`src/rtl/core/mbp_pkg.sv`:
```
`default_nettype none

package mbp_pkg;

    // sizes of the pyramid and of one sample
    localparam int MAX_DIM_LOG2 = 11;
    localparam int CHANNELS     = 4;
    localparam int SAMPLE_W     = 16;

    // derived widths
    localparam int LVL_W    = $clog2(MAX_DIM_LOG2 + 1);
    localparam int POS_W    = MAX_DIM_LOG2;
    localparam int DIM_W    = MAX_DIM_LOG2 + 1;
    localparam int XY_W     = MAX_DIM_LOG2 - 1;
    localparam int SUM_W    = SAMPLE_W + 2;
    localparam int ROW_DEPTH = 1 << MAX_DIM_LOG2;
    localparam int ROW_AW   = MAX_DIM_LOG2;
    localparam int ROW_W    = CHANNELS * SUM_W;

    // configuration port
    localparam int CFG_W     = 4;
    localparam int CFG_IDX_W = 2;
    localparam int CNT_W     = 3;

    localparam logic [CFG_IDX_W-1:0] CFG_WIDTH_LOG2    = 2'd0;
    localparam logic [CFG_IDX_W-1:0] CFG_HEIGHT_LOG2   = 2'd1;
    localparam logic [CFG_IDX_W-1:0] CFG_CHANNEL_COUNT = 2'd2;

    localparam logic [CNT_W-1:0] CHAN_RESET = 3'd4;

    typedef logic [CHANNELS-1:0][SAMPLE_W-1:0] t_samples;
    typedef logic [CHANNELS-1:0][SUM_W-1:0]    t_lanes;

    // input beat
    typedef struct packed {
        logic [SAMPLE_W-1:0] chan_a;
        logic [SAMPLE_W-1:0] chan_b;
        logic [SAMPLE_W-1:0] chan_c;
        logic [SAMPLE_W-1:0] chan_d;
    } t_pix_in;

    // result beat
    typedef struct packed {
        logic [LVL_W-1:0]    level;
        logic [XY_W-1:0]     texel_x;
        logic [XY_W-1:0]     texel_y;
        logic [SAMPLE_W-1:0] out_a;
        logic [SAMPLE_W-1:0] out_b;
        logic [SAMPLE_W-1:0] out_c;
        logic [SAMPLE_W-1:0] out_d;
        logic                run_end;
    } t_pix_out;

    // saturated image geometry
    typedef struct packed {
        logic [LVL_W-1:0] wl;
        logic [LVL_W-1:0] hl;
        logic [LVL_W-1:0] nlev;
    } t_geom;

    // row store access
    typedef struct packed {
        logic              en;
        logic              we;
        logic [ROW_AW-1:0] addr;
        t_lanes            wdata;
    } t_row_req;

    // shared adder operation
    typedef enum logic {
        OP_ADD    = 1'b0,
        OP_DOUBLE = 1'b1
    } t_sum_op;

endpackage

`default_nettype wire

```
`src/rtl/core/mbp_sum_unit.sv`:
```
`default_nettype none

module mbp_sum_unit (
    input  wire mbp_pkg::t_sum_op i_op,
    input  wire mbp_pkg::t_lanes  i_a,
    input  wire mbp_pkg::t_lanes  i_b,
    output mbp_pkg::t_lanes       o_sum
);

    // one adder per channel, shared by the horizontal and vertical steps
    always_comb begin
        for (int c = 0; c < mbp_pkg::CHANNELS; c++) begin
            if (i_op == mbp_pkg::OP_DOUBLE) begin
                o_sum[c] = {i_a[c][mbp_pkg::SUM_W-2:0], 1'b0};
            end else begin
                o_sum[c] = i_a[c] + i_b[c];
            end
        end
    end

endmodule

`default_nettype wire

```
`config.mk`:
```
export PLATFORM = sky130hd
export DESIGN_NAME = mbp_sum_unit
export DESIGN_NICKNAME = d
export VERILOG_FILES = /design/src/rtl/core/mbp_pkg.sv /design/src/rtl/core/mbp_sum_unit.sv
export SDC_FILE = /design/constraint.sdc
export NUM_CORES = 1
export LEC_CHECK = 0
export BUFFER_PORTS_ARGS = -buffer_cell sky130_fd_sc_hd__buf_2
export CAP_MARGIN = 20
export CORE_MARGIN = 2
export CORE_UTILIZATION = 45
export DETAILED_ROUTE_END_ITERATION = 16
export PLACE_DENSITY = 0.82
export SYNTH_ARGS = -nofsm -noshare
export SYNTH_HDL_FRONTEND = slang
export SYNTH_SLANG_ARGS = --single-unit
```
`constraint.sdc`:
```
create_clock -name vclk -period 6.3
set_input_delay 0.63 -clock vclk [all_inputs]
set_output_delay 0.63 -clock vclk [all_outputs]
set_load 0.005 [all_outputs]
```
==> flow_summary.yaml, run 1 <==
outcome:
  status: "finished, final reports clean"
final_layout:
  nets: 966
  area_growth_pct: 30.42
  seq_cells: 0
  nClkBuffers: 0
  stdcell_area_mm2: 0.004946
  seq_area_um2: 0
  drive_gt1_share_pct: 31.46
timing:
  slew_headroom_pct: 45.89
  setup_viol: 0
  hold_viol: 0
  fin_setup_tns_ns: 0
  worstMarginPinSlew_ns: 0.8116
  finalCritPeriodShare_pct: 60.86
  rsz0062_at_grt: "no"
  finalMaxSlewViolations: 0
  fmax_mhz: 260.8
  final.min_clock_period_ns: 3.834
die:
  initial_core_util_pct: 46.39
  die_height_um: 95.80
  design.core.area_mm2: 0.008175
  die_area_mm2: 0.009178
  fp.dieW_um: 95.80
  ioPinCount: 217
  row_count: 33
placed_design:
  routabilityCongestion: 0.9339
  portBuffers: 217
  hpwl_mm: 10.02
  place_area_mm2: 0.004943
setup_path:
  startpoint_type: "primary input"
  worstSetupPathType: "in -> out"
  worst_path_largest_cell_delay_ns: 0.43
  worstPathMaxFanout: 4
  critPathCaptureType: "primary output"
  arrival_ns: 3.20
  path_cells: "buf_2 -> ha_1 -> fa_1 -> a211oi_1 -> nor2_1 -> o31ai_1 -> o21ai_0 -> a311oi_1 -> xor2_1 -> o21ai_0 -> buf_2"
  worstPathRequired_ns: 5.67
  crit_slowest_cell: "fa_1"
synth:
  netlist-cell-type-count: 55
  syn_area_mm2: 0.003792
  avgSynthCellArea_um2: 6.908
  netlist_instances: 549
  syn_nets: 766
  yosysSeqAreaShare_pct: 0
  yosysWarningCount: 0
cts:
  postCtsResizedCells: 0
  cts_setup_buffers: 0
  holdBufCountCts: 0
min_path:
  hold_class: "in -> out"
  min_to: "o_sum[30]"
  min_path_cells: 4
  min_from: "i_a[29]"
power:
  power_w: 0.0004987
  vdd_drop_max_uv: 44.41
  power.density_mw_per_mm2: 100.8
  p_leak_nw: 2.528
route:
  finalWirelength_mm: 11.67
  wl_per_cell_um: 13.68
  vias: 4750
  first_iter_violations: 125
  drc: 0
  antenna_left: 0
  dr.pass1.iters: 5
  vias_per_cell: 5.569
global_route:
  antenna_found_initial: 1
  track_usage_pct: 23.57
  grt_max_degree: 101
  globalRouteOverflowTotal: 0
  grt_pass1_wl_mm: 18.41
  grt_pass1_vias: 4402
job:
  maxCapViolCount: 0
[cells by family (layout without fill, tap and decap cells)]
kind of cell             count (synthesis)  count (layout)  share of synthesized area [%]
AO/OA/AOI/OAI                          216             216                          36.59
XOR/XNOR                                54              54                          12.47
adder cells (fa/ha/maj)                 72              72                          24.55
buffers and inverters                   27             225                          2.705
multiplexers                             7               7                          2.045
other                                    0               1                              0
AND/OR/NAND/NOR                        173             173                          21.64
[worst max-delay path: cells and delay by family]
| family | cells | cell delay (ns) |
|---|---|---|
| buffers and inverters | 2 | 0.26 |
| and+or+nand+nor | 1 | 0.13 |
| xor gates and xnor gates | 1 | 0.19 |
| AOI/OAI and AO/OA | 5 | 1.31 |
| adders and majority gates | 2 | 0.67 |
[worst max-delay path by stage]
stage,from,end,slack [ns],depth (start not counted)
floorplan,i_a[18],o_sum[34],3.06,9
global placement,i_a[18],o_sum[34],2.62,11
detailed placement,i_a[18],o_sum[34],2.55,11
CTS,i_a[18],o_sum[34],2.52,11
global route,i_a[18],o_sum[34],2.19,11
finish,i_a[18],o_sum[34],2.47,11
[final cells by class]
type | count | area [um2]
Tap cell | 105 | 131.4
Timing Repair Buffer | 218 | 1096
Antenna cell | 1 | 2.502
Fill cell | 772 | 3229
Inverter | 7 | 26.28
Multi-Input combinational cell | 522 | 3690
[placed cells by master (no fill, tap or decap), drive strengths merged, types with 4 or more instances in the layout]
cell	n
a21o	25
nand4	7
a21oi	46
fa	4
o31ai	8
buf	218
nor3	8
xnor2	29
nand3	11
and3	5
nand2b	4
a211oi	16
inv	7
nor2	23
o21a	5
o21bai	4
a31oi	7
o21ai	82
nand2	83
mux2	6
ha	68
xor2	25
nor2b	14
[routing by layer]
| metal | global-route usage [%] | part of all wire, % |
|---|---|---|
| met2 | 44.99 | 50 |
| met3 | 2.036 | 5.9 |
| met5 | 0 | 0 |
| met1 | 28.26 | 42 |
| met4 | 5.357 | 2.4 |
[synth_stat cells, types with 7 or more instances]
cell | n | share of area (%)
o31ai_1 | 8 | 1.6
xor2_1 | 25 | 5.8
nor2_1 | 23 | 2.3
nand2_1 | 83 | 8.2
nor2b_1 | 14 | 2.3
nand4_1 | 7 | 1.2
a211oi_1 | 14 | 2.8
xnor2_1 | 29 | 6.7
o21ai_0 | 78 | 10
a31oi_1 | 7 | 1.2
nor3_1 | 8 | 1.1
ha_1 | 68 | 22
inv_1 | 7 | 0.69
nand3_1 | 11 | 1.5
a21oi_1 | 46 | 6.1
clkbuf_1 | 14 | 1.4
a21o_1 | 24 | 4.8
[through the flow]
stage	setup WS (ns)	std cells	hold WS [ns]	utilization [%]
after floorplan	3.064	549	1.358	-
after global placement	2.622	852	1.551	60.47
after detailed placement	2.550	852	1.552	60.47
after CTS	2.515	852	1.554	60.47
after global routing	2.191	853	1.584	60.50
final	2.466	853	1.553	60.50
[power by group]
| part | internal, W | switching, W | total (W) |
|---|---|---|---|
| Clock | 0.0000000000212 | 0 | 0.0000000000212 |
| Combinational | 0.000236 | 0.000263 | 0.000499 |
| Sequential | 0 | 0 | 0 |
(Power assumes the default switching activity.)
==> inputs of run 2 (changes only) <==
CORE_UTILIZATION = 43   (was 45)
clock period = 3.15 ns   (was 6.3 ns; I/O delays follow)
==> flow_summary.yaml, run 2 (synthesis gave the netlist of run 1 again) <==
route:
  routed-wl-met2_mm: 5.756
  vias: 4790
  wl_met1_mm: 4.965
  first_iter_violations: 131
  dr_wl_met3_um: 762
  antenna_left: 0
  wl_per_cell_um: 13.73
  drc: 0
  dr.pass1.iters: 4
  vias_per_cell: 5.583
  finalWirelength_mm: 11.78
  top_layer: "met4"
min_path:
  min_to: "o_sum[62]"
  min_path_cells: 4
  min_from: "i_a[61]"
  hold_class: "in -> out"
setup_path:
  worstSetupPathType: "in -> out"
  worstPathMaxFanout: 4
  path_cells: "buf_2 -> ha_1 -> fa_2 -> a211oi_2 -> nor2_1 -> o31ai_2 -> o21ai_2 -> buf_4 -> a31oi_1 -> xor2_1 -> o21ai_0 -> buf_2"
  critPathCaptureType: "primary output"
  cp_common_cell: "buf_2"
  startpoint_type: "primary input"
  worst_path_largest_cell_delay_ns: 0.39
  crit_slowest_cell: "fa_2"
  arrival_ns: 2.59
  worstPathRequired_ns: 2.83
timing:
  fin_setup_tns_ns: 0
  finalCritPeriodShare_pct: 92.10
  final.min_clock_period_ns: 2.901
  hold_viol: 0
  timing.hold.ws_ns: 0.9247
  rsz0062_at_grt: "no"
  fmax_mhz: 344.7
  setup_ws_ns: 0.2490
  setup_viol: 0
  finalMaxSlewViolations: 0
  worstMarginPinSlew_ns: 0.6070
  slew_headroom_pct: 59.10
die:
  die_height_um: 97.91
  ioPinCount: 217
  fp.dieW_um: 97.91
  design.core.area_mm2: 0.008636
  initial_core_util_pct: 43.91
  die_area_mm2: 0.009586
  row_count: 34
global_route:
  antenna_found_initial: 0
  grt_max_degree: 61
  grt_pass1_wl_mm: 19.41
  grt_pass1_vias: 4456
  track_usage_pct: 22.76
  globalRouteOverflowTotal: 0
final_layout:
  area_growth_pct: 31.64
  final_common_cell: "buf_2"
  nets: 969
  seq_area_um2: 0
  n_antenna_cell: 0
  seq_cells: 0
  drive_gt1_share_pct: 32.40
  nClkBuffers: 0
  postLayoutCoreUtil_pct: 57.81
  final_cell_mix: "buf_2 (216), nand2_1 (83), o21ai_0 (77)"
  fill_cells: 810
power:
  power_w: 0.001009
  vdd_drop_max_uv: 96.95
  p_leak_nw: 2.544
  power.density_mw_per_mm2: 202.1
job:
  maxCapViolCount: 0
placed_design:
  routabilityCongestion: 0.9696
  portBuffers: 217
  hpwl_mm: 10.15
  dp_worst_setup_slack_ns: 0.08798
cts:
  holdBufCountCts: 0
outcome:
  status: "finished, final reports clean"
## run 2: final cells by class
class / count / area, um2 / area share, %
timing repair buffer: 221 / 1119 / 22.41
multi-input combinational: 522 / 3712 / 74.36
tap: 108 / 135.1 / 2.707
inverter: 7 / 26.28 / 0.5263
## run 2: what timing repair did
item / in CTS / in global routing
resized for setup: 0 / 6
setup endpoints to repair: 0 / 3
hold endpoints to repair: 0 / 0
buffers inserted: 0 / 0
## run 2: worst max-delay path by stage
stage,startpoint,endpoint,slack [ns]
finish,i_a[18],o_sum[32],0.25
global placement,i_a[18],o_sum[32],0.16
detailed placement,i_a[18],o_sum[32],0.09
global route,i_a[18],o_sum[32],0.04
CTS,i_a[18],o_sum[32],0.04
floorplan,i_a[18],o_sum[34],0.54
## run 2: where the power goes
part / internal [W] / switching (W) / leakage, nW / total (W)
Clock: 0 / 0 / 0 / 0
Combinational: 0.000477 / 0.000532 / 2.54 / 0.00101
Sequential: 0 / 0 / 0 / 0
## run 2: critical path, delay by kind of cell
kind	cells	cell delay (ns)
XOR/XNOR	1	0.16
AO/OA/AOI/OAI	5	0.95
adder cells (fa/ha/maj)	2	0.63
buffers and inverters	3	0.41
AND/OR/NAND/NOR	1	0.12
## run 2: per-stage QoR
stage	std cells	instance area, um2
finish	858	4992
CTS	858	4970
global placement	858	4970
floorplan	549	3792
global route	858	4992
detailed placement	858	4970
## run 2: layer usage
layer	vias up	track usage (%)
li1	2453	-
met1	2124	28.29
met2	185	42.15
met3	28	2.004
met4	0	5.449
met5	-	0
