==> config.mk <==
export PLATFORM = sky130hd
export DESIGN_NAME = mbp_ctrl
export DESIGN_NICKNAME = d
export VERILOG_FILES = /design/src/rtl/core/mbp_pkg.sv /design/src/rtl/core/mbp_ctrl.sv
export SDC_FILE = /design/constraint.sdc
export NUM_CORES = 2
export LEC_CHECK = 0
export BUFFER_PORTS_ARGS = -buffer_cell sky130_fd_sc_hd__clkbuf_2
export CORE_MARGIN = 3
export CORE_UTILIZATION = 59
export DETAILED_ROUTE_END_ITERATION = 16
export GPL_ROUTABILITY_DRIVEN = 0
export PLACE_DENSITY_LB_ADDON = 0.08
export RECOVER_POWER = 25
export REMOVE_ABC_BUFFERS = 1
export SKIP_CTS_REPAIR_TIMING = 1
export SLEW_MARGIN = 20
export SYNTH_ARGS = -nofsm -noshare
export SYNTH_HDL_FRONTEND = slang
export SYNTH_SLANG_ARGS = --single-unit
==> constraint.sdc <==
create_clock -name i_clk -period 7.3 [get_ports i_clk]
set_clock_uncertainty 0.05 [all_clocks]
set_input_delay 0.365 -clock i_clk [delete_from_list [all_inputs] [get_ports i_clk]]
set_output_delay 0.365 -clock i_clk [all_outputs]
set_load 0.02 [all_outputs]
==> src/rtl/core/mbp_pkg.sv <==
`default_nettype none

package mbp_pkg;

    // sizes of the pyramid and of one sample
    localparam int MAX_DIM_LOG2 = 11;
    localparam int CHANNELS     = 4;
    localparam int SAMPLE_W     = 16;

    // derived widths
    localparam int LVL_W    = $clog2(MAX_DIM_LOG2 + 1);
    localparam int POS_W    = MAX_DIM_LOG2;
    localparam int DIM_W    = MAX_DIM_LOG2 + 1;
    localparam int XY_W     = MAX_DIM_LOG2 - 1;
    localparam int SUM_W    = SAMPLE_W + 2;
    localparam int ROW_DEPTH = 1 << MAX_DIM_LOG2;
    localparam int ROW_AW   = MAX_DIM_LOG2;
    localparam int ROW_W    = CHANNELS * SUM_W;

    // configuration port
    localparam int CFG_W     = 4;
    localparam int CFG_IDX_W = 2;
    localparam int CNT_W     = 3;

    localparam logic [CFG_IDX_W-1:0] CFG_WIDTH_LOG2    = 2'd0;
    localparam logic [CFG_IDX_W-1:0] CFG_HEIGHT_LOG2   = 2'd1;
    localparam logic [CFG_IDX_W-1:0] CFG_CHANNEL_COUNT = 2'd2;

    localparam logic [CNT_W-1:0] CHAN_RESET = 3'd4;

    typedef logic [CHANNELS-1:0][SAMPLE_W-1:0] t_samples;
    typedef logic [CHANNELS-1:0][SUM_W-1:0]    t_lanes;

    // input beat
    typedef struct packed {
        logic [SAMPLE_W-1:0] chan_a;
        logic [SAMPLE_W-1:0] chan_b;
        logic [SAMPLE_W-1:0] chan_c;
        logic [SAMPLE_W-1:0] chan_d;
    } t_pix_in;

    // result beat
    typedef struct packed {
        logic [LVL_W-1:0]    level;
        logic [XY_W-1:0]     texel_x;
        logic [XY_W-1:0]     texel_y;
        logic [SAMPLE_W-1:0] out_a;
        logic [SAMPLE_W-1:0] out_b;
        logic [SAMPLE_W-1:0] out_c;
        logic [SAMPLE_W-1:0] out_d;
        logic                run_end;
    } t_pix_out;

    // saturated image geometry
    typedef struct packed {
        logic [LVL_W-1:0] wl;
        logic [LVL_W-1:0] hl;
        logic [LVL_W-1:0] nlev;
    } t_geom;

    // row store access
    typedef struct packed {
        logic              en;
        logic              we;
        logic [ROW_AW-1:0] addr;
        t_lanes            wdata;
    } t_row_req;

    // shared adder operation
    typedef enum logic {
        OP_ADD    = 1'b0,
        OP_DOUBLE = 1'b1
    } t_sum_op;

endpackage

`default_nettype wire

==> src/rtl/core/mbp_ctrl.sv <==
`default_nettype none

module mbp_ctrl (
    input  wire logic              i_clk,
    input  wire logic              i_rst_n,
    input  wire logic              i_start,
    input  wire mbp_pkg::t_samples i_samples,
    input  wire mbp_pkg::t_geom    i_geom,
    input  wire logic              i_clr,
    output logic                   o_ready,
    output logic                   o_res_valid,
    input  wire logic              i_res_ready,
    output mbp_pkg::t_pix_out      o_res,
    output mbp_pkg::t_row_req      o_row_req,
    input  wire mbp_pkg::t_lanes   i_row_rdata,
    output mbp_pkg::t_sum_op       o_sum_op,
    output mbp_pkg::t_lanes        o_sum_a,
    output mbp_pkg::t_lanes        o_sum_b,
    input  wire mbp_pkg::t_lanes   i_sum
);

    typedef enum logic [3:0] {
        S_IDLE = 4'b0001,
        S_HORZ = 4'b0010,
        S_VERT = 4'b0100,
        S_FIN  = 4'b1000
    } t_state;

    t_state r_state, n_state;

    logic [mbp_pkg::LVL_W-1:0]  r_lvl;
    logic [mbp_pkg::ROW_AW-1:0] r_base;
    logic [mbp_pkg::POS_W-1:0]  r_col [mbp_pkg::MAX_DIM_LOG2];
    logic [mbp_pkg::POS_W-1:0]  r_row [mbp_pkg::MAX_DIM_LOG2];
    mbp_pkg::t_samples          r_hold [mbp_pkg::MAX_DIM_LOG2];
    mbp_pkg::t_samples          r_v;
    mbp_pkg::t_lanes            r_hs;
    logic [mbp_pkg::XY_W-1:0]   r_px;
    logic [mbp_pkg::XY_W-1:0]   r_py;
    logic [mbp_pkg::ROW_AW-1:0] r_addr;
    logic                       r_h_one;
    logic                       r_row_odd;
    logic                       r_pend_vld;
    mbp_pkg::t_pix_out          r_pend;
    logic                       r_res_vld;
    mbp_pkg::t_pix_out          r_res;

    logic [mbp_pkg::POS_W-1:0]  col, row;
    logic                       w_one, h_one;
    logic [mbp_pkg::DIM_W-1:0]  w_size, h_size;
    logic                       col_wrap, row_wrap;
    logic                       hold_case;
    logic [mbp_pkg::XY_W-1:0]   px, py;
    logic [mbp_pkg::ROW_AW-1:0] row_addr, base_step;
    logic                       out_free, emit, stall, load, load_last;
    logic [mbp_pkg::LVL_W-1:0]  lvl_next;
    mbp_pkg::t_samples          v_new;
    mbp_pkg::t_pix_out          res_next;

    // position and size of the current level
    always_comb begin
        col      = r_col[r_lvl];
        row      = r_row[r_lvl];
        w_one    = (i_geom.wl <= r_lvl);
        h_one    = (i_geom.hl <= r_lvl);
        w_size   = w_one ? mbp_pkg::DIM_W'(1)
                         : (mbp_pkg::DIM_W'(1) << (i_geom.wl - r_lvl));
        h_size   = h_one ? mbp_pkg::DIM_W'(1)
                         : (mbp_pkg::DIM_W'(1) << (i_geom.hl - r_lvl));
        col_wrap = (mbp_pkg::DIM_W'(col) + mbp_pkg::DIM_W'(1)) >= w_size;
        row_wrap = (mbp_pkg::DIM_W'(row) + mbp_pkg::DIM_W'(1)) >= h_size;
        hold_case = !w_one && !col[0];
        px       = w_one ? '0 : col[mbp_pkg::POS_W-1:1];
        py       = h_one ? '0 : row[mbp_pkg::POS_W-1:1];
        row_addr = r_base + mbp_pkg::ROW_AW'(px);
        base_step = w_one ? mbp_pkg::ROW_AW'(1) : mbp_pkg::ROW_AW'(w_size >> 1);
        lvl_next = r_lvl + mbp_pkg::LVL_W'(1);
    end

    // truncated quarter of the four-texel sum
    always_comb begin
        for (int c = 0; c < mbp_pkg::CHANNELS; c++) begin
            v_new[c] = i_sum[c][mbp_pkg::SUM_W-1:2];
        end
    end

    // result staging: pending slot feeds the output register
    always_comb begin
        out_free  = !r_res_vld || i_res_ready;
        emit      = r_h_one || r_row_odd;
        stall     = emit && r_pend_vld && !out_free;
        load      = 1'b0;
        load_last = 1'b0;
        if (r_state == S_VERT && emit && !stall) begin
            load = r_pend_vld;
        end
        if (r_state == S_FIN && r_pend_vld && out_free) begin
            load      = 1'b1;
            load_last = 1'b1;
        end
        res_next         = r_pend;
        res_next.run_end = load_last;
    end

    // shared adder operands and row store access
    always_comb begin
        o_sum_op = mbp_pkg::OP_ADD;
        for (int c = 0; c < mbp_pkg::CHANNELS; c++) begin
            o_sum_a[c] = mbp_pkg::SUM_W'(r_v[c]);
            o_sum_b[c] = mbp_pkg::SUM_W'(r_hold[r_lvl][c]);
        end
        o_row_req.en    = 1'b0;
        o_row_req.we    = 1'b0;
        o_row_req.addr  = row_addr;
        o_row_req.wdata = r_hs;
        case (r_state)
            S_HORZ: begin
                o_sum_op     = w_one ? mbp_pkg::OP_DOUBLE : mbp_pkg::OP_ADD;
                o_row_req.en = 1'b1;
            end
            S_VERT: begin
                o_sum_op       = r_h_one ? mbp_pkg::OP_DOUBLE : mbp_pkg::OP_ADD;
                o_sum_a        = r_hs;
                o_sum_b        = i_row_rdata;
                o_row_req.addr = r_addr;
                o_row_req.en   = !emit;
                o_row_req.we   = !emit;
            end
            default: begin
            end
        endcase
    end

    // sequencer
    always_comb begin
        n_state = r_state;
        case (r_state)
            S_IDLE: begin
                if (i_start) begin
                    n_state = (i_geom.nlev == '0) ? S_IDLE : S_HORZ;
                end
            end
            S_HORZ: begin
                if (hold_case) begin
                    n_state = r_pend_vld ? S_FIN : S_IDLE;
                end else begin
                    n_state = S_VERT;
                end
            end
            S_VERT: begin
                if (!emit) begin
                    n_state = r_pend_vld ? S_FIN : S_IDLE;
                end else if (!stall) begin
                    n_state = (lvl_next == i_geom.nlev) ? S_FIN : S_HORZ;
                end
            end
            S_FIN: begin
                if (!r_pend_vld || out_free) begin
                    n_state = S_IDLE;
                end
            end
            default: n_state = S_IDLE;
        endcase
    end

    // control state
    always_ff @(posedge i_clk) begin
        if (!i_rst_n) begin
            r_state    <= S_IDLE;
            r_lvl      <= '0;
            r_pend_vld <= 1'b0;
            r_res_vld  <= 1'b0;
            for (int l = 0; l < mbp_pkg::MAX_DIM_LOG2; l++) begin
                r_col[l] <= '0;
                r_row[l] <= '0;
            end
        end else begin
            r_state <= n_state;
            if (load) begin
                r_res_vld <= 1'b1;
            end else if (i_res_ready) begin
                r_res_vld <= 1'b0;
            end
            if (r_state == S_IDLE && i_start) begin
                r_lvl <= '0;
            end
            if (r_state == S_VERT && emit && !stall) begin
                r_lvl      <= lvl_next;
                r_pend_vld <= 1'b1;
            end
            if (load_last) begin
                r_pend_vld <= 1'b0;
            end
            // level position counters
            if (i_clr) begin
                for (int l = 0; l < mbp_pkg::MAX_DIM_LOG2; l++) begin
                    r_col[l] <= '0;
                    r_row[l] <= '0;
                end
            end else if (r_state == S_HORZ) begin
                if (col_wrap) begin
                    r_col[r_lvl] <= '0;
                    r_row[r_lvl] <= row_wrap ? '0 : row + mbp_pkg::POS_W'(1);
                end else begin
                    r_col[r_lvl] <= col + mbp_pkg::POS_W'(1);
                end
            end
        end
    end

    // datapath registers
    always_ff @(posedge i_clk) begin
        if (r_state == S_IDLE && i_start) begin
            r_v    <= i_samples;
            r_base <= '0;
        end
        if (r_state == S_HORZ) begin
            if (hold_case) begin
                r_hold[r_lvl] <= r_v;
            end else begin
                r_hs      <= i_sum;
                r_px      <= px;
                r_py      <= py;
                r_addr    <= row_addr;
                r_h_one   <= h_one;
                r_row_odd <= row[0];
                r_base    <= r_base + base_step;
            end
        end
        if (r_state == S_VERT && emit && !stall) begin
            r_v            <= v_new;
            r_pend.level   <= lvl_next;
            r_pend.texel_x <= r_px;
            r_pend.texel_y <= r_py;
            r_pend.out_a   <= v_new[0];
            r_pend.out_b   <= v_new[1];
            r_pend.out_c   <= v_new[2];
            r_pend.out_d   <= v_new[3];
            r_pend.run_end <= 1'b0;
        end
        if (load) begin
            r_res <= res_next;
        end
    end

    // no pixel beat is taken while reset is held
    assign o_ready     = (r_state == S_IDLE) && i_rst_n;
    assign o_res_valid = r_res_vld;
    assign o_res       = r_res;

endmodule

`default_nettype wire

==> metrics.yaml <==
critical_path:
  arrival_ps: 6230
  path_class: "flip-flop to flip-flop"
  worst_setup_path_end_kind: "flip-flop"
  cp_max_fo: 34
  crit_path_start_kind: "flip-flop"
  r2r_slack_ps: 1380
  cp.required_ps: 7610
  r2r_end: "r_row[3][9]"
  reg2reg_depth: 16
clock_tree:
  insertion_delay_ps: 750
  tritoncts: "yes"
  numCtsBuffers: 146
  clock-sinks: 1427
  cts_buffer_depth: 3
  root_buffer: "clkbuf_16"
  clk_pin_slew_worst_paths_ps: 60
  htree_levels: 4
layout:
  diodes: 0
  final_cell_area_sq_um: 68400
  drive_above_1_share_pct: 26.6
  n_fill_cell: 6383
  stdcell_count: 5599
  final_nets: 4494
  syn_to_final_growth_pct: 16.9
worst_hold_path:
  hp-class: "input pin to flip-flop"
  min_to: "r_state[0]"
  hold_start: "i_start"
  min_delay_path_depth: 4
sta:
  min_period_over_period_pct: 81.0
  rsz0062_at_grt: "false"
  fin_ws_ps: 1380
  hold_slack_ps: 0.754
  finalSetupTns_ps: 0
  finalHoldViolCount: 0
  relSlewSlack_pct: 27.3
  max_freq_mhz: 169
  worst_pin_slew_ps: 1090
  period_minus_slack_ps: 5920
  setup_viol: 0
  finalMaxSlewViolations: 0
run_status:
  status: "completed"
logic_synthesis:
  synth_most_common_cell: "edfxtp_1"
  synth.cell_area_sq_um: 58500
  synth_mux_area_share_pct: 12.3
  synth_adder_area_share_pct: 1.38
  ys_seq_area_share_pct: 72.8
  synth-simple-area-share_pct: 7.10
  synth_xor_area_share_pct: 0.819
  synth-seq-cells: 1427
  syn_inst: 3506
  ys_warn_count: 0
  ys_types: 74
  synthTopCellsByCount: "edfxtp_1, nand2_1, nor2_1"
  ys_async_sr_fraction_pct: 0
  synth_top_area_share_pct: 72.0
  synth_top_family_by_area: "multiplexers"
  netlist_top_cells_area: "edfxtp_1, mux4_2, nand2_1"
  synth_edf_count: 1402
  synth-main-ff-cell: "edfxtp_1"
  synth_compound_area_share_pct: 3.34
  syn_avg_cell_area_sq_um: 16.7
  post-synth-top-area-cell: "edfxtp_1"
global_routing:
  grt-ovfl-total: 0
  grt_max_degree: 134
  antenna_found_initial: 0
  grt_usage_pct: 27.5
  grt_pass1_vias: 32903
  grt_pass1_wl_microns: 209000
route:
  drt_iter0_drc: 3190
  postRouteAntennaNets: 0
  drc: 0
  num_vias: 33533
  wl_per_cell_microns: 25.4
  firstDrtPassIters: 7
  drt_wl_total_microns: 142000
  via_per_inst: 5.99
floorplan:
  initial_core_util_pct: 60.0
  rows: 114
  dieArea_sq_um: 103000
  core-area_sq_um: 97400
  io_pins: 546
  dieWidth_microns: 321
  die_y_microns: 321
pwr:
  p_leak_nw: 23.2
  p_sw_share_pct: 20.6
  combinationalPowerShare_pct: 3.5
  power.internal_mw: 13.4
  power_frac_clock_pct: 41.8
  powerDensity_nw_per_um2: 247
  ir_worst_vdd_v: 0.000236
  p_sw_mw: 3.48
  power_frac_seq_pct: 54.7
place:
  dp_hpwl_microns: 88900
  dp_cells: 5201
  dp_worst_setup_slack_ps: 1360
  portBuffers: 545
  post_dp_cell_area_sq_um: 62600
flow_run:
  cap_violations: 0
==> power groups by stage <==
stage	clock network, mW	logic (mW)	registers, mW
floorplan	0	0.275	9.35
global placement	0	0.519	9.40
detailed placement	0	0.524	9.40
CTS	7.17	0.528	9.23
global route	7.49	0.628	9.24
finish	7.05	0.584	9.23
==> sequential cells by signal, summed over array words and instances (netlist names), 10 cells and up, named ones only <==
signal     flops
r_hold       704
r_col        176
r_row        176
o_res         89
r_pend        88
o_row_req     72
r_v           64
r_addr        11
r_base        11
r_px          10
r_py          10
==> per-stage QoR <==
step	power, mW	util [%]
final	16.9	70.2
after global routing	17.4	70.2
after CTS	16.9	68.9
after detailed placement	9.92	64.2
after global placement	9.91	64.2
after floorplan	9.63	-
==> cell usage in the layout (no fill, tap or decap), types with 96 or more instances in the layout <==
cell type,synthesis,routed
a21oi_1,97,97
nor3_1,97,96
mux4_2,211,211
clkbuf_2,0,481
o21ai_0,170,168
nand2_1,409,409
mux2i_1,128,128
clkbuf_16,0,151
edfxtp_1,1402,1402
dlygate4sd3_1,0,134
nor2_1,255,238
==> critical path, stage by stage, from the launching register on <==
cell and delay (ps):
dfxtp_4 810, buf_4 500, mux4_2 540, mux4_2 580
clkinv_1 120, nor3_2 70, xnor2_2 120, buf_4 240
inv_2 60, ha_1 210, a211o_1 290, a21oi_1 160
nand2_1 70, o21ai_0 170, or2_2 550, or3_1 500
nand2_1 460
==> metal layers <==
metal / GRT usage [%] / wire length [microns] / share of wire (%)
met4: 8.41 / 4180 / 2.9
met5: 1.06 / 151 / 0.11
met2: 45.5 / 70800 / 50
met3: 5.81 / 11700 / 8.2
met1: 37.2 / 55600 / 39
==> layout make-up <==
type                    count  area [sq um]  area share [%]
clock buffers             183          3910            5.72
clock inverters            81           626           0.915
inverters                  55           219           0.320
flip-flops and latches   1427         42600            62.3
repair buffers            766          4720            6.90
multi-input cells        1811         14700            21.5
well taps                1276          1600            2.33
==> kinds of logic (layout without fill, tap and decap cells) <==
logic type | Yosys count | in the layout
flip-flops | 1427 | 1427
AND/OR/NAND/NOR | 936 | 936
XOR/XNOR | 44 | 44
adder cells (fa/ha/maj) | 62 | 62
AO/OA/AOI/OAI | 346 | 346
buffers and inverters | 268 | 1085
multiplexers | 423 | 423
==> worst max-delay path by stage <==
stage | start | endpoint
after floorplan | flip-flop | r_col[11][0]
after global placement | flip-flop | r_row[3][6]
after detailed placement | flip-flop | r_row[3][10]
after CTS | flip-flop | r_row[3][5]
after global routing | flip-flop | r_row[3][8]
final | flip-flop | r_row[3][9]
No activity file was read; power rests on OpenSTA's default activity.
