**config.mk**
```make
export PLATFORM = sky130hd
export DESIGN_NAME = mbp_ram
export DESIGN_NICKNAME = d
export VERILOG_FILES = /design/src/rtl/core/mbp_ram.sv
export SDC_FILE = /design/constraint.sdc
export NUM_CORES = 1
export LEC_CHECK = 0
export ABC_AREA = 0
export BUFFER_PORTS_ARGS = -buffer_cell sky130_fd_sc_hd__buf_2
export CAP_MARGIN = 25
export CELL_PAD_IN_SITES_DETAIL_PLACEMENT = 1
export CELL_PAD_IN_SITES_GLOBAL_PLACEMENT = 1
export CORE_AREA = 2 2 140 101
export DETAILED_ROUTE_END_ITERATION = 8
export DIE_AREA = 0 0 142 103
export GPL_TIMING_DRIVEN = 0
export PLACE_DENSITY = 0.67
export SYNTH_ARGS = -nofsm -noshare
export SYNTH_HDL_FRONTEND = slang
export SYNTH_SLANG_ARGS = --single-unit
```
**constraint.sdc**
```tcl
create_clock -name i_clk -period 3.1 [get_ports i_clk]
set_input_delay 0.62 -clock i_clk [delete_from_list [all_inputs] [get_ports i_clk]]
set_output_delay 0.62 -clock i_clk [all_outputs]
set_load 0.005 [all_outputs]
```
**src/rtl/core/mbp_ram.sv**
```systemverilog
`default_nettype none

module mbp_ram #(
    parameter int WIDTH = 8,
    parameter int DEPTH = 16
) (
    input  wire logic                     i_clk,
    input  wire logic                     i_en,
    input  wire logic                     i_we,
    input  wire logic [$clog2(DEPTH)-1:0] i_addr,
    input  wire logic [WIDTH-1:0]         i_wdata,
    output logic      [WIDTH-1:0]         o_rdata
);

    logic [WIDTH-1:0] r_mem [DEPTH];

    // single port, registered read
    always_ff @(posedge i_clk) begin
        if (i_en) begin
            if (i_we) begin
                r_mem[i_addr] <= i_wdata;
            end else begin
                o_rdata <= r_mem[i_addr];
            end
        end
    end

endmodule

`default_nettype wire

```
==> results.rst, run 1 <==
.. list-table::
   :header-rows: 1

   * - Metric
     - Value
   * - Status
     - completed
   * - Area Overhead vs Synth
     - 17.2%
   * - Endpoint class of the critical path
     - register
   * - Fraction of final layout cells sized beyond drive strength 1
     - 24.7%
   * - Max-Slew Margin vs Limit
     - 37.5%
   * - Standby leakage power
     - 0.00202 uW
   * - Met2 wire length
     - 5.26 mm
   * - Met3 Routed Length
     - 638 um
   * - Ratio of final minimum period to clock period
     - 78.0%
   * - Maximum number of pins on one net before global-route repair
     - 17
   * - Type of the setup path with the least slack
     - in -> reg
   * - Cell area after placement
     - 5580 um2
   * - Site row count
     - 36
   * - Count of H-tree levels built during CTS
     - 4
   * - Final setup violating endpoints
     - 0
   * - Netlist cell types
     - 18
   * - Post-CTS setup repair buffer count
     - 0
   * - X dimension of the die
     - 142 um
   * - Unrepaired setup endpoints after global routing
     - false
   * - Effective utilization at floorplan
     - between 30 and 40%
   * - Clock root buffer
     - sky130_fd_sc_hd__clkbuf_16
   * - Commonest non-fill, non-tap cells in the layout
     - sky130_fd_sc_hd__edfxtp_1 (136), sky130_fd_sc_hd__buf_2 (25), sky130_fd_sc_hd__clkbuf_16 (17)
   * - Standard cell core area
     - approximately 13000 um2
   * - Required time at the worst-slack endpoint
     - approximately 3.2 ns
   * - Sum of negative setup slack
     - 0 ns
   * - Average size of a mapped cell
     - 22.4 um2
   * - Post-Syn Area
     - roughly 5200 um2
   * - Transition at the pin with the smallest max-transition slack
     - 0.935 ns
   * - Hold/Removal Path Class
     - in -> reg
   * - Number of port buffers
     - 20
   * - Count of placed standard cells including taps
     - roughly 430
   * - Bufs on Longest Clock Path
     - 2
   * - CTS tree
     - built
   * - Number of hold-slack violations in the final timing report
     - 0
   * - Fraction of synthesized cell area taken by the top area cell type
     - 78.0%
   * - Synth area leader
     - sky130_fd_sc_hd__edfxtp_1
   * - Count of maximum capacitance violations
     - 0
   * - Largest cells by area after synthesis
     - sky130_fd_sc_hd__edfxtp_1 (78%), sky130_fd_sc_hd__mux4_1 (8.0%), sky130_fd_sc_hd__mux4_2 (6.9%), sky130_fd_sc_hd__a22oi_1 (2.3%), sky130_fd_sc_hd__nor2_1 (0.93%)
   * - Top-level port count
     - 23
   * - Worst path arrival time
     - around 2.5 ns
   * - Post-layout net count
     - 292
   * - Top metal layer carrying routed signals
     - met4
   * - Drt wl/cell
     - ~25 um
   * - Final worst hold slack
     - 0.614 ns
   * - CTS Sinks
     - 136
   * - Net count after synthesis
     - 249
   * - Initial DRC count
     - 199
   * - Initial DRT Pass Iterations
     - 4
   * - Vias in the first global route
     - 2684
   * - Total global routing overflow
     - 0
   * - Routability Congestion
     - approximately 0.74
   * - Inserted Diodes
     - 0
   * - Final count of pins violating max slew
     - 0
   * - DIE AREA
     - 14600 um2
   * - HPWL after DPL
     - 7.40 mm
   * - Clock input transition at the sequential cells of the worst setup and hold paths
     - 0.05 ns
   * - Post-layout util
     - 45.6%
   * - Post-route non-filler standard cell count
     - between 400 and 500
   * - Final instance area
     - 6140 um2
   * - Cts-stage hold buffer count
     - 0
   * - Vertical die dimension
     - 103 um
   * - Global Route Usage Sum
     - 17.4%
   * - Drt via density
     - 5.40
   * - Num CTS Buffers
     - 17
   * - Antenna-violating nets left
     - 0
   * - Power per cell area
     - 683 nW/um2
   * - Flops & latches, synth
     - 136
   * - Total vias in the final route
     - 2477
   * - Total wire length
     - 11.5 mm
   * - Proportion of synthesized chip area in sequential cells
     - 78.0%
   * - DRC Markers
     - 0
   * - Synthesis Warnings
     - 0
   * - Clock skew after layout
     - 0.00729 ns
   * - Initial antenna violation count
     - 0
   * - Final Critical Period
     - 2.42 ns
   * - First-pass GRT wire length
     - around 17 mm
   * - Synthesized netlist cell count
     - between 200 and 250
   * - Post-CTS sizing
     - 0
   * - Most common library cell in the layout ignoring fill and taps
     - sky130_fd_sc_hd__edfxtp_1
   * - Wl on met1
     - 5.52 mm
   * - Max Clk Rate
     - 414 MHz
   * - Later-pin clock latency in the skew report
     - 0.41 ns
   * - Kind of launch point of the worst setup path
     - input pin
   * - Maximum resistive drop on vdd
     - 459 uV
   * - Crit path max fanout
     - 10
[through the flow]
step | setup WS [ns] | total power [uW]
after floorplan | 0.758 | 2190
after global routing | 0.520 | 4310
after detailed placement | 0.255 | 2280
final | 0.682 | 4200
after global placement | -0.00952 | 2270
after CTS | 0.696 | 4230
[final cells by class]
cell class / count / area [um2]
Multi-Input combinational cell: 85 / 1070
Tap cell: 171 / 214
Clock inverter: 12 / 135
Timing Repair Buffer: 24 / 125
Sequential cell: 136 / 4080
Fill cell: 1230 / 7330
Buffer: 13 / 78.8
Clock buffer: 18 / 429
[routing by layer]
metal  vias to the layer above  GRT usage, %
li1                       1088             -
met1                      1325          25.0
met2                        56          25.8
met3                         8          4.55
met4                         0          6.54
met5                         -             0
[cell usage after synthesis, drive strengths merged]
cell type / instances
and2: 1
buf: 8
nor2b: 3
nor3: 4
nand2b: 2
nand4: 1
mux4: 32
clkbuf: 5
nand4b: 2
nand2: 10
a22oi: 16
or3: 1
edfxtp: 136
nor2: 13
[worst paths after layout]
check | from | endpoint | slack, ns | cells past startpoint
worst max register to register | r_mem[0][7]$_DFFE_PP_ | o_rdata[7]$_DFFE_PP_ | 1.59 | 3
worst max-delay path | i_addr[1] | r_mem[2][4]$_DFFE_PP_ | 0.68 | 5
worst min-delay path | i_wdata[7] | r_mem[4][7]$_DFFE_PP_ | 0.61 | 1
worst min register to register | r_mem[11][7]$_DFFE_PP_ | o_rdata[7]$_DFFE_PP_ | 0.77 | 3
[logic make-up (layout without fill, tap and decap cells)]
kind of cell	count (synthesis)	after routing	synth area share, %
multiplexers	32	32	14.9
flip-flops	136	136	78.0
AO/OA/AOI/OAI	16	16	2.29
AND/OR/NAND/NOR	37	37	3.32
buffers and inverters	13	67	1.50
[power breakdown]
group | switching, uW | internal, uW | leakage [uW]
clock | 717 | 1240 | 0.000271
combinational | 115 | 68.3 | 0.000518
sequential | 5.24 | 2050 | 0.00123
[state kept, by name, summed over array words and instances, names as in the netlist]
signal,cells
r_mem,128
o_rdata,8
[critical path, stage by stage]
cell	delay, ns
sky130_fd_sc_hd__buf_2	0.24
sky130_fd_sc_hd__buf_1	0.48
sky130_fd_sc_hd__nand4b_1	0.34
sky130_fd_sc_hd__nor3_1	0.57
sky130_fd_sc_hd__buf_4	0.27
Power figures use the tool's default switching activity.
==> inputs of run 2 (changes only) <==
--- a/config.mk
+++ b/config.mk
@@ -14,7 +14,7 @@
 export DETAILED_ROUTE_END_ITERATION = 8
 export DIE_AREA = 0 0 142 103
 export GPL_TIMING_DRIVEN = 0
-export PLACE_DENSITY = 0.67
+export PLACE_DENSITY = 0.69
 export SYNTH_ARGS = -nofsm -noshare
 export SYNTH_HDL_FRONTEND = slang
 export SYNTH_SLANG_ARGS = --single-unit
==> constraint.sdc (replaced) <==
create_clock -name i_clk -period 2.18 [get_ports i_clk]
set_input_delay 0.436 -clock i_clk [delete_from_list [all_inputs] [get_ports i_clk]]
set_output_delay 0.436 -clock i_clk [all_outputs]
set_load 0.005 [all_outputs]
==> results.rst, run 2 (synthesis results as in run 1) <==
.. list-table::
   :header-rows: 1

   * - Metric
     - Value
   * - Status
     - completed
   * - Most common library cell in the layout ignoring fill and taps
     - sky130_fd_sc_hd__edfxtp_1
   * - Number of buffers and inverters on the critical path
     - 2 (-1)
   * - Storage cell area
     - 4080 um2 (unchanged)
   * - Total global routing overflow
     - 0 (unchanged)
   * - Later-pin clock latency in the skew report
     - 0.42 ns (about the same)
   * - Total wire length
     - 11.4 mm (-0.71%)
   * - Endpoint class of the critical path
     - register
   * - Inserted Diodes
     - 0 (unchanged)
   * - Crit-path max cell delay
     - 0.73 ns (+0.16 ns)
   * - Drt via density
     - 5.25 (-2.8%)
   * - CTS Sinks
     - 136 (unchanged)
   * - Maximum resistive drop on vdd
     - 569 uV (+24%)
   * - Multi-input gate area in the final layout
     - 1080 um2 (+0.23%)
   * - Num CTS Buffers
     - 17 (unchanged)
   * - Largest register by flop count
     - r_mem
   * - Vias in the first global route
     - 2533 (-5.6%)
   * - Worst path cell trace
     - buf_2, buf_2, nand4_1, nor2_1
   * - Drt wl/cell
     - 24.8 um (-1.1%)
   * - CTS tree
     - built
   * - Power per cell area
     - 1020 nW/um2 (+49%)
   * - Top flop regs
     - r_mem: 128 flops, o_rdata: 8 flops
   * - Top-level port count
     - 23 (unchanged)
   * - Critical Path Slowest Stage Cell
     - sky130_fd_sc_hd__nor2_1
   * - Crit path top cell by count
     - sky130_fd_sc_hd__buf_2
   * - Cell family with the largest share of critical-path delay
     - simple AND/OR/NAND/NOR gates
   * - Effective utilization at floorplan
     - 38.9% (unchanged)
   * - Routability Congestion
     - 0.727 (-1.6%)
   * - Standard cell core area
     - 13500 um2 (unchanged)
   * - Standby leakage power
     - 0.00206 uW (+1.8%)
   * - Antenna-violating nets left
     - 0 (unchanged)
   * - DIE AREA
     - 14600 um2 (unchanged)
   * - HPWL after DPL
     - 7.16 mm (-3.2%)
   * - Fraction of final layout cells sized beyond drive strength 1
     - 27.6% (+2.9 points)
   * - Area Overhead vs Synth
     - 19.0%
   * - Commonest non-fill, non-tap cells in the layout
     - sky130_fd_sc_hd__edfxtp_1 (136), sky130_fd_sc_hd__buf_2 (25), sky130_fd_sc_hd__clkbuf_16 (17)
   * - Clock skew after layout
     - 0.0172 ns (+0.00991 ns)
   * - Number of hold-slack violations in the final timing report
     - 0 (unchanged)
   * - Vertical die dimension
     - 103 um (unchanged)
   * - Clock input transition at the sequential cells of the worst setup and hold paths
     - 0.06 ns (about the same)
   * - Post-layout net count
     - 292 (unchanged)
   * - Worst path arrival time
     - 1.98 ns (-0.56 ns)
   * - Initial DRT Pass Iterations
     - 5 (+1)
   * - Transition at the pin with the smallest max-transition slack
     - 0.994 ns (+0.0588 ns)
   * - Least setup slack across all paths after layout
     - 0.235 ns (-0.447 ns)
   * - DRC Markers
     - 0 (unchanged)
   * - X dimension of the die
     - 142 um (unchanged)
   * - Site row count
     - 36 (unchanged)
   * - Max-Slew Margin vs Limit
     - 33.6% (-3.9 points)
   * - Global Route Usage Sum
     - 17.2% (-0.21 points)
   * - Crit path max fanout
     - 10 (unchanged)
   * - Final setup violating endpoints
     - 0 (unchanged)
   * - Ratio of final minimum period to clock period
     - roughly nine tenths
   * - Initial DRC count
     - 201 (+1.0%)
   * - Post-CTS setup repair buffer count
     - 0 (unchanged)
   * - Hold/Removal Path Class
     - in -> reg
   * - Count of maximum capacitance violations
     - 0 (unchanged)
   * - FILL cells
     - 1233 (+0.24%)
   * - Count of H-tree levels built during CTS
     - 4 (unchanged)
   * - Setup slack after placement
     - -0.515 ns (-0.770 ns)
   * - Total vias in the final route
     - 2419 (-2.3%)
   * - Bufs on Longest Clock Path
     - 2 (unchanged)
   * - Initial antenna violation count
     - 0 (unchanged)
   * - Clock root buffer
     - sky130_fd_sc_hd__clkbuf_16
   * - Number of port buffers
     - 20 (unchanged)
   * - Unrepaired setup endpoints after global routing
     - false
   * - Type of the setup path with the least slack
     - in -> reg
   * - Kind of launch point of the worst setup path
     - input pin
   * - Largest register FFs
     - 128 (unchanged)
   * - First-pass GRT wire length
     - 16.7 mm (-2.5%)
   * - Required time at the worst-slack endpoint
     - 2.22 ns (-1.00 ns)
   * - Final Critical Period
     - 1.94 ns
   * - Final count of pins violating max slew
     - 0 (unchanged)
   * - Maximum number of pins on one net before global-route repair
     - 17 (unchanged)
   * - Sum of negative setup slack
     - 0 ns (unchanged)
   * - Max Clk Rate
     - 514 MHz
## run 2: timing repair
action,4_1_cts,5_1_grt
resized for setup,2,0
hold buffers,0,0
setup endpoints to repair,18,0
endpoints found under the hold margin,0,0
## run 2: metrics by stage
stage	power [uW]	cells	instance area [um2]	hold slack (ns)	util [%]
after floorplan	3120	234	5240	0.535	-
after detailed placement	3240	429	5580	0.751	41.4
after CTS	6390	461	6230	0.398	46.3
after global routing	6510	461	6230	0.405	46.3
after global placement	3230	425	5550	0.737	41.2
final	6330	461	6230	0.413	46.3
## run 2: final timing paths
check	from	to	slack, ns	cells after the start
worst max-delay path	i_addr[1]	r_mem[7][4]$_DFFE_PP_	0.24	4
worst min-delay path	i_wdata[6]	r_mem[10][6]$_DFFE_PP_	0.41	1
worst max register to register	r_mem[1][5]$_DFFE_PP_	o_rdata[5]$_DFFE_PP_	0.63	3
worst min register to register	r_mem[10][2]$_DFFE_PP_	o_rdata[2]$_DFFE_PP_	0.77	3
## run 2: cell type report
type                            count  share of cell area, %
Buffer                             13                   1.28
Clock buffer                       17                   6.82
Clock inverter                     15                   3.61
Multi-Input combinational cell     85                   17.3
Sequential cell                   136                   65.5
Tap cell                          171                   3.43
Timing Repair Buffer               24                   2.05
## run 2: where the power goes
group | total (uW) | internal, uW | switching, uW
clock network | 3150 | 2030 | 1110
registers | 2930 | 2920 | 7.58
logic | 259 | 97.4 | 162
total | 6330 | 5050 | 1280
## run 2: per-layer routing
layer  vias up  track usage (%)  share of wire [%]
li1       1083                -                  -
met3         8             6.04                8.1
met5         -                0                  0
met2        71             24.0                 45
met1      1257             24.7                 46
met4         0             6.85               0.89
## run 2: worst reg2reg max path: stages (launching register included)
cell	delay, ns
sky130_fd_sc_hd__edfxtp_1	0.36
sky130_fd_sc_hd__mux4_1	0.52
sky130_fd_sc_hd__a22oi_1	0.31
sky130_fd_sc_hd__nand2_1	0.10
==> inputs of run 3 (changes only) <==
--- a/config.mk
+++ b/config.mk
@@ -11,10 +11,11 @@
 export CELL_PAD_IN_SITES_DETAIL_PLACEMENT = 1
 export CELL_PAD_IN_SITES_GLOBAL_PLACEMENT = 1
 export CORE_AREA = 2 2 140 101
+export CTS_CLUSTER_DIAMETER = 120
 export DETAILED_ROUTE_END_ITERATION = 8
 export DIE_AREA = 0 0 142 103
 export GPL_TIMING_DRIVEN = 0
-export PLACE_DENSITY = 0.69
+export PLACE_DENSITY = 0.67
 export SYNTH_ARGS = -nofsm -noshare
 export SYNTH_HDL_FRONTEND = slang
 export SYNTH_SLANG_ARGS = --single-unit
==> constraint.sdc (replaced) <==
create_clock -name i_clk -period 2.13 [get_ports i_clk]
set_input_delay 0.426 -clock i_clk [delete_from_list [all_inputs] [get_ports i_clk]]
set_output_delay 0.426 -clock i_clk [all_outputs]
set_load 0.005 [all_outputs]
==> results.rst, run 3 (synthesis results as in run 1) <==
.. list-table::
   :header-rows: 1

   * - Metric
     - Value
   * - Standby leakage power
     - 0.00207 uW (+0.60%)
   * - HPWL after DPL
     - 7.50 mm (+4.7%)
   * - Vertical die dimension
     - 103 um (unchanged)
   * - Initial antenna violation count
     - 0 (unchanged)
   * - Drt wl/cell
     - 25.7 um (+3.7%)
   * - X dimension of the die
     - 142 um (unchanged)
   * - Largest register by flop count
     - r_mem
   * - Later-pin clock latency in the skew report
     - 0.42 ns (about the same)
   * - Max Clk Rate
     - just over 500 MHz
   * - Post-layout util
     - 46.5% (+0.26 points)
   * - Post-layout net count
     - 291 (-0.34%)
   * - Initial DRT Pass Iterations
     - 5 (unchanged)
   * - Worst path arrival time
     - 2.09 ns (+0.11 ns)
   * - Final setup violating endpoints
     - 0 (unchanged)
   * - Inserted Diodes
     - 0 (unchanged)
   * - Cell family with the largest share of critical-path delay
     - simple AND/OR/NAND/NOR gates
   * - Clock skew after layout
     - 0.0218 ns (+0.00463 ns)
   * - Global Route Usage Sum
     - 17.6% (+0.46 points)
   * - Top-level port count
     - 23 (unchanged)
   * - Initial DRC count
     - 270 (+34%)
   * - Max-Slew Margin vs Limit
     - 39.0% (+5.4 points)
   * - Bufs on Longest Clock Path
     - 2 (unchanged)
   * - DRC Markers
     - 0 (unchanged)
   * - Number of buffers and inverters on the critical path
     - 3 (+1)
   * - Crit path max fanout
     - 10 (unchanged)
   * - Final Critical Period
     - slightly below 2 ns
   * - Count of H-tree levels built during CTS
     - 4 (unchanged)
   * - Type of the setup path with the least slack
     - in -> reg
   * - Clock root buffer
     - sky130_fd_sc_hd__clkbuf_16
   * - Unrepaired setup endpoints after global routing
     - false
   * - Total wire length
     - 11.8 mm (+3.5%)
   * - CTS Sinks
     - 136 (unchanged)
   * - FILL cells
     - 1224 (-0.73%)
   * - Cts-stage hold buffer count
     - 0 (unchanged)
   * - Standard cell core area
     - 13500 um2 (unchanged)
   * - Required time at the worst-slack endpoint
     - 2.26 ns (+0.04 ns)
   * - Sum of negative setup slack
     - 0 ns (unchanged)
   * - DIE AREA
     - 14600 um2 (unchanged)
   * - Largest register FFs
     - 128 (unchanged)
   * - Commonest non-fill, non-tap cells in the layout
     - sky130_fd_sc_hd__edfxtp_1 (136), sky130_fd_sc_hd__buf_2 (23), sky130_fd_sc_hd__clkbuf_16 (17)
   * - Crit-path max cell delay
     - 0.47 ns (-0.26 ns)
   * - Power per cell area
     - 1050 nW/um2 (+3.0%)
   * - Drt via density
     - 5.48 (+4.5%)
   * - Final count of pins violating max slew
     - 0 (unchanged)
   * - Endpoint class of the critical path
     - register
   * - Maximum number of pins on one net before global-route repair
     - 17 (unchanged)
   * - Post-CTS setup repair buffer count
     - 0 (unchanged)
   * - Status
     - completed
   * - First-pass GRT wire length
     - 17.4 mm (+4.2%)
   * - Ratio of final minimum period to clock period
     - 92.1%
   * - Number of hold-slack violations in the final timing report
     - 0 (unchanged)
   * - Antenna-violating nets left
     - 0 (unchanged)
   * - Num CTS Buffers
     - 17 (unchanged)
   * - Transition at the pin with the smallest max-transition slack
     - 0.913 ns (-0.0806 ns)
   * - Number of port buffers
     - 20 (unchanged)
   * - Critical Path Slowest Stage Cell
     - sky130_fd_sc_hd__nor3_2
   * - Most common library cell in the layout ignoring fill and taps
     - sky130_fd_sc_hd__edfxtp_1
   * - Worst path cell trace
     - buf_2, clkbuf_2, nand4b_1, nor3_2, buf_4
   * - Vias in the first global route
     - 2636 (+4.1%)
   * - Storage cell area
     - 4080 um2 (unchanged)
   * - Maximum resistive drop on vdd
     - 534 uV (-6.2%)
   * - Area Overhead vs Synth
     - 19.7%
   * - Count of maximum capacitance violations
     - 0 (unchanged)
   * - Multi-input gate area in the final layout
     - 1110 um2 (+3.0%)
   * - Clock input transition at the sequential cells of the worst setup and hold paths
     - 0.06 ns (about the same)
   * - Total vias in the final route
     - 2522 (+4.3%)
   * - Routability Congestion
     - 0.740 (+1.8%)
   * - Fraction of final layout cells sized beyond drive strength 1
     - 30.1% (+2.5 points)
   * - Top flop regs
     - r_mem: 128 flops, o_rdata: 8 flops
   * - Total global routing overflow
     - 0 (unchanged)
   * - Kind of launch point of the worst setup path
     - input pin
   * - CTS tree
     - built
   * - Effective utilization at floorplan
     - 38.9% (unchanged)
   * - Site row count
     - 36 (unchanged)
   * - Hold/Removal Path Class
     - in -> reg
## run 3: changes by cell type in the layout (fill, tap and decap cells not counted), moves of 2 or more
cell                         delta
sky130_fd_sc_hd__nor2_1         -5
sky130_fd_sc_hd__nor2_2         +5
sky130_fd_sc_hd__nor3_1         -4
sky130_fd_sc_hd__nor3_2         +4
sky130_fd_sc_hd__clkinv_2       +3
sky130_fd_sc_hd__buf_2          -2
sky130_fd_sc_hd__clkinvlp_4     -2
sky130_fd_sc_hd__inv_6          -2
## run 3: routing by layer
| layer | share of wire [%] | wire length (um) | global-route usage [%] | vias up |
|---|---|---|---|---|
| met5 | 0 | 0 | 0 | - |
| met4 | 0.28 | 33 | 6.00 | 0 |
| met3 | 6.7 | 795 | 4.32 | 2 |
| met2 | 45 | 5360 | 26.0 | 85 |
| met1 | 48 | 5650 | 25.9 | 1347 |
| li1 | - | - | - | 1088 |
## run 3: final cells by class
cell class / instances / share of cell area, %
clock inverters: 14 / 3.65
multi-input cells: 85 / 17.7
well taps: 171 / 3.41
flip-flops and latches: 136 / 65.1
repair buffers: 23 / 1.96
clock buffers: 18 / 6.85
plain buffers: 13 / 1.28
## run 3: metrics by stage
step                setup WS, ns  power [uW]  cells  instance area (um2)  hold WS, ns
detailed placement        -0.650        3320    428                 5580        0.768
CTS                       -0.110        6600    460                 6250        0.415
global route              0.0160        6720    460                 6270        0.430
floorplan                 0.0143        3190    234                 5240        0.525
global placement          -0.823        3310    425                 5560        0.742
finish                     0.169        6560    460                 6270        0.431
## run 3: what timing repair did
action | CTS | global route
endpoints found under the hold margin | 0 | 0
cloned | 0 | 0
gates resized for setup | 4 | 6
endpoints found under the setup margin | 66 | 73
## run 3: power by group
part	switching, uW	internal (uW)	total (uW)	leakage (uW)
combinational	173	100	273	0.000520
clock	1100	2180	3290	0.000319
sequential	7.56	2990	2990	0.00123
## run 3: path summary, 6_finish.rpt
path	startpoint	cells after the start	to	slack [ns]
worst max-delay path	i_addr[1]	5	r_mem[2][4]$_DFFE_PP_	0.17
worst min-delay path	i_wdata[5]	1	r_mem[11][5]$_DFFE_PP_	0.43
worst max register to register	r_mem[8][3]$_DFFE_PP_	3	o_rdata[3]$_DFFE_PP_	0.58
worst min register to register	r_mem[3][4]$_DFFE_PP_	3	o_rdata[4]$_DFFE_PP_	0.78
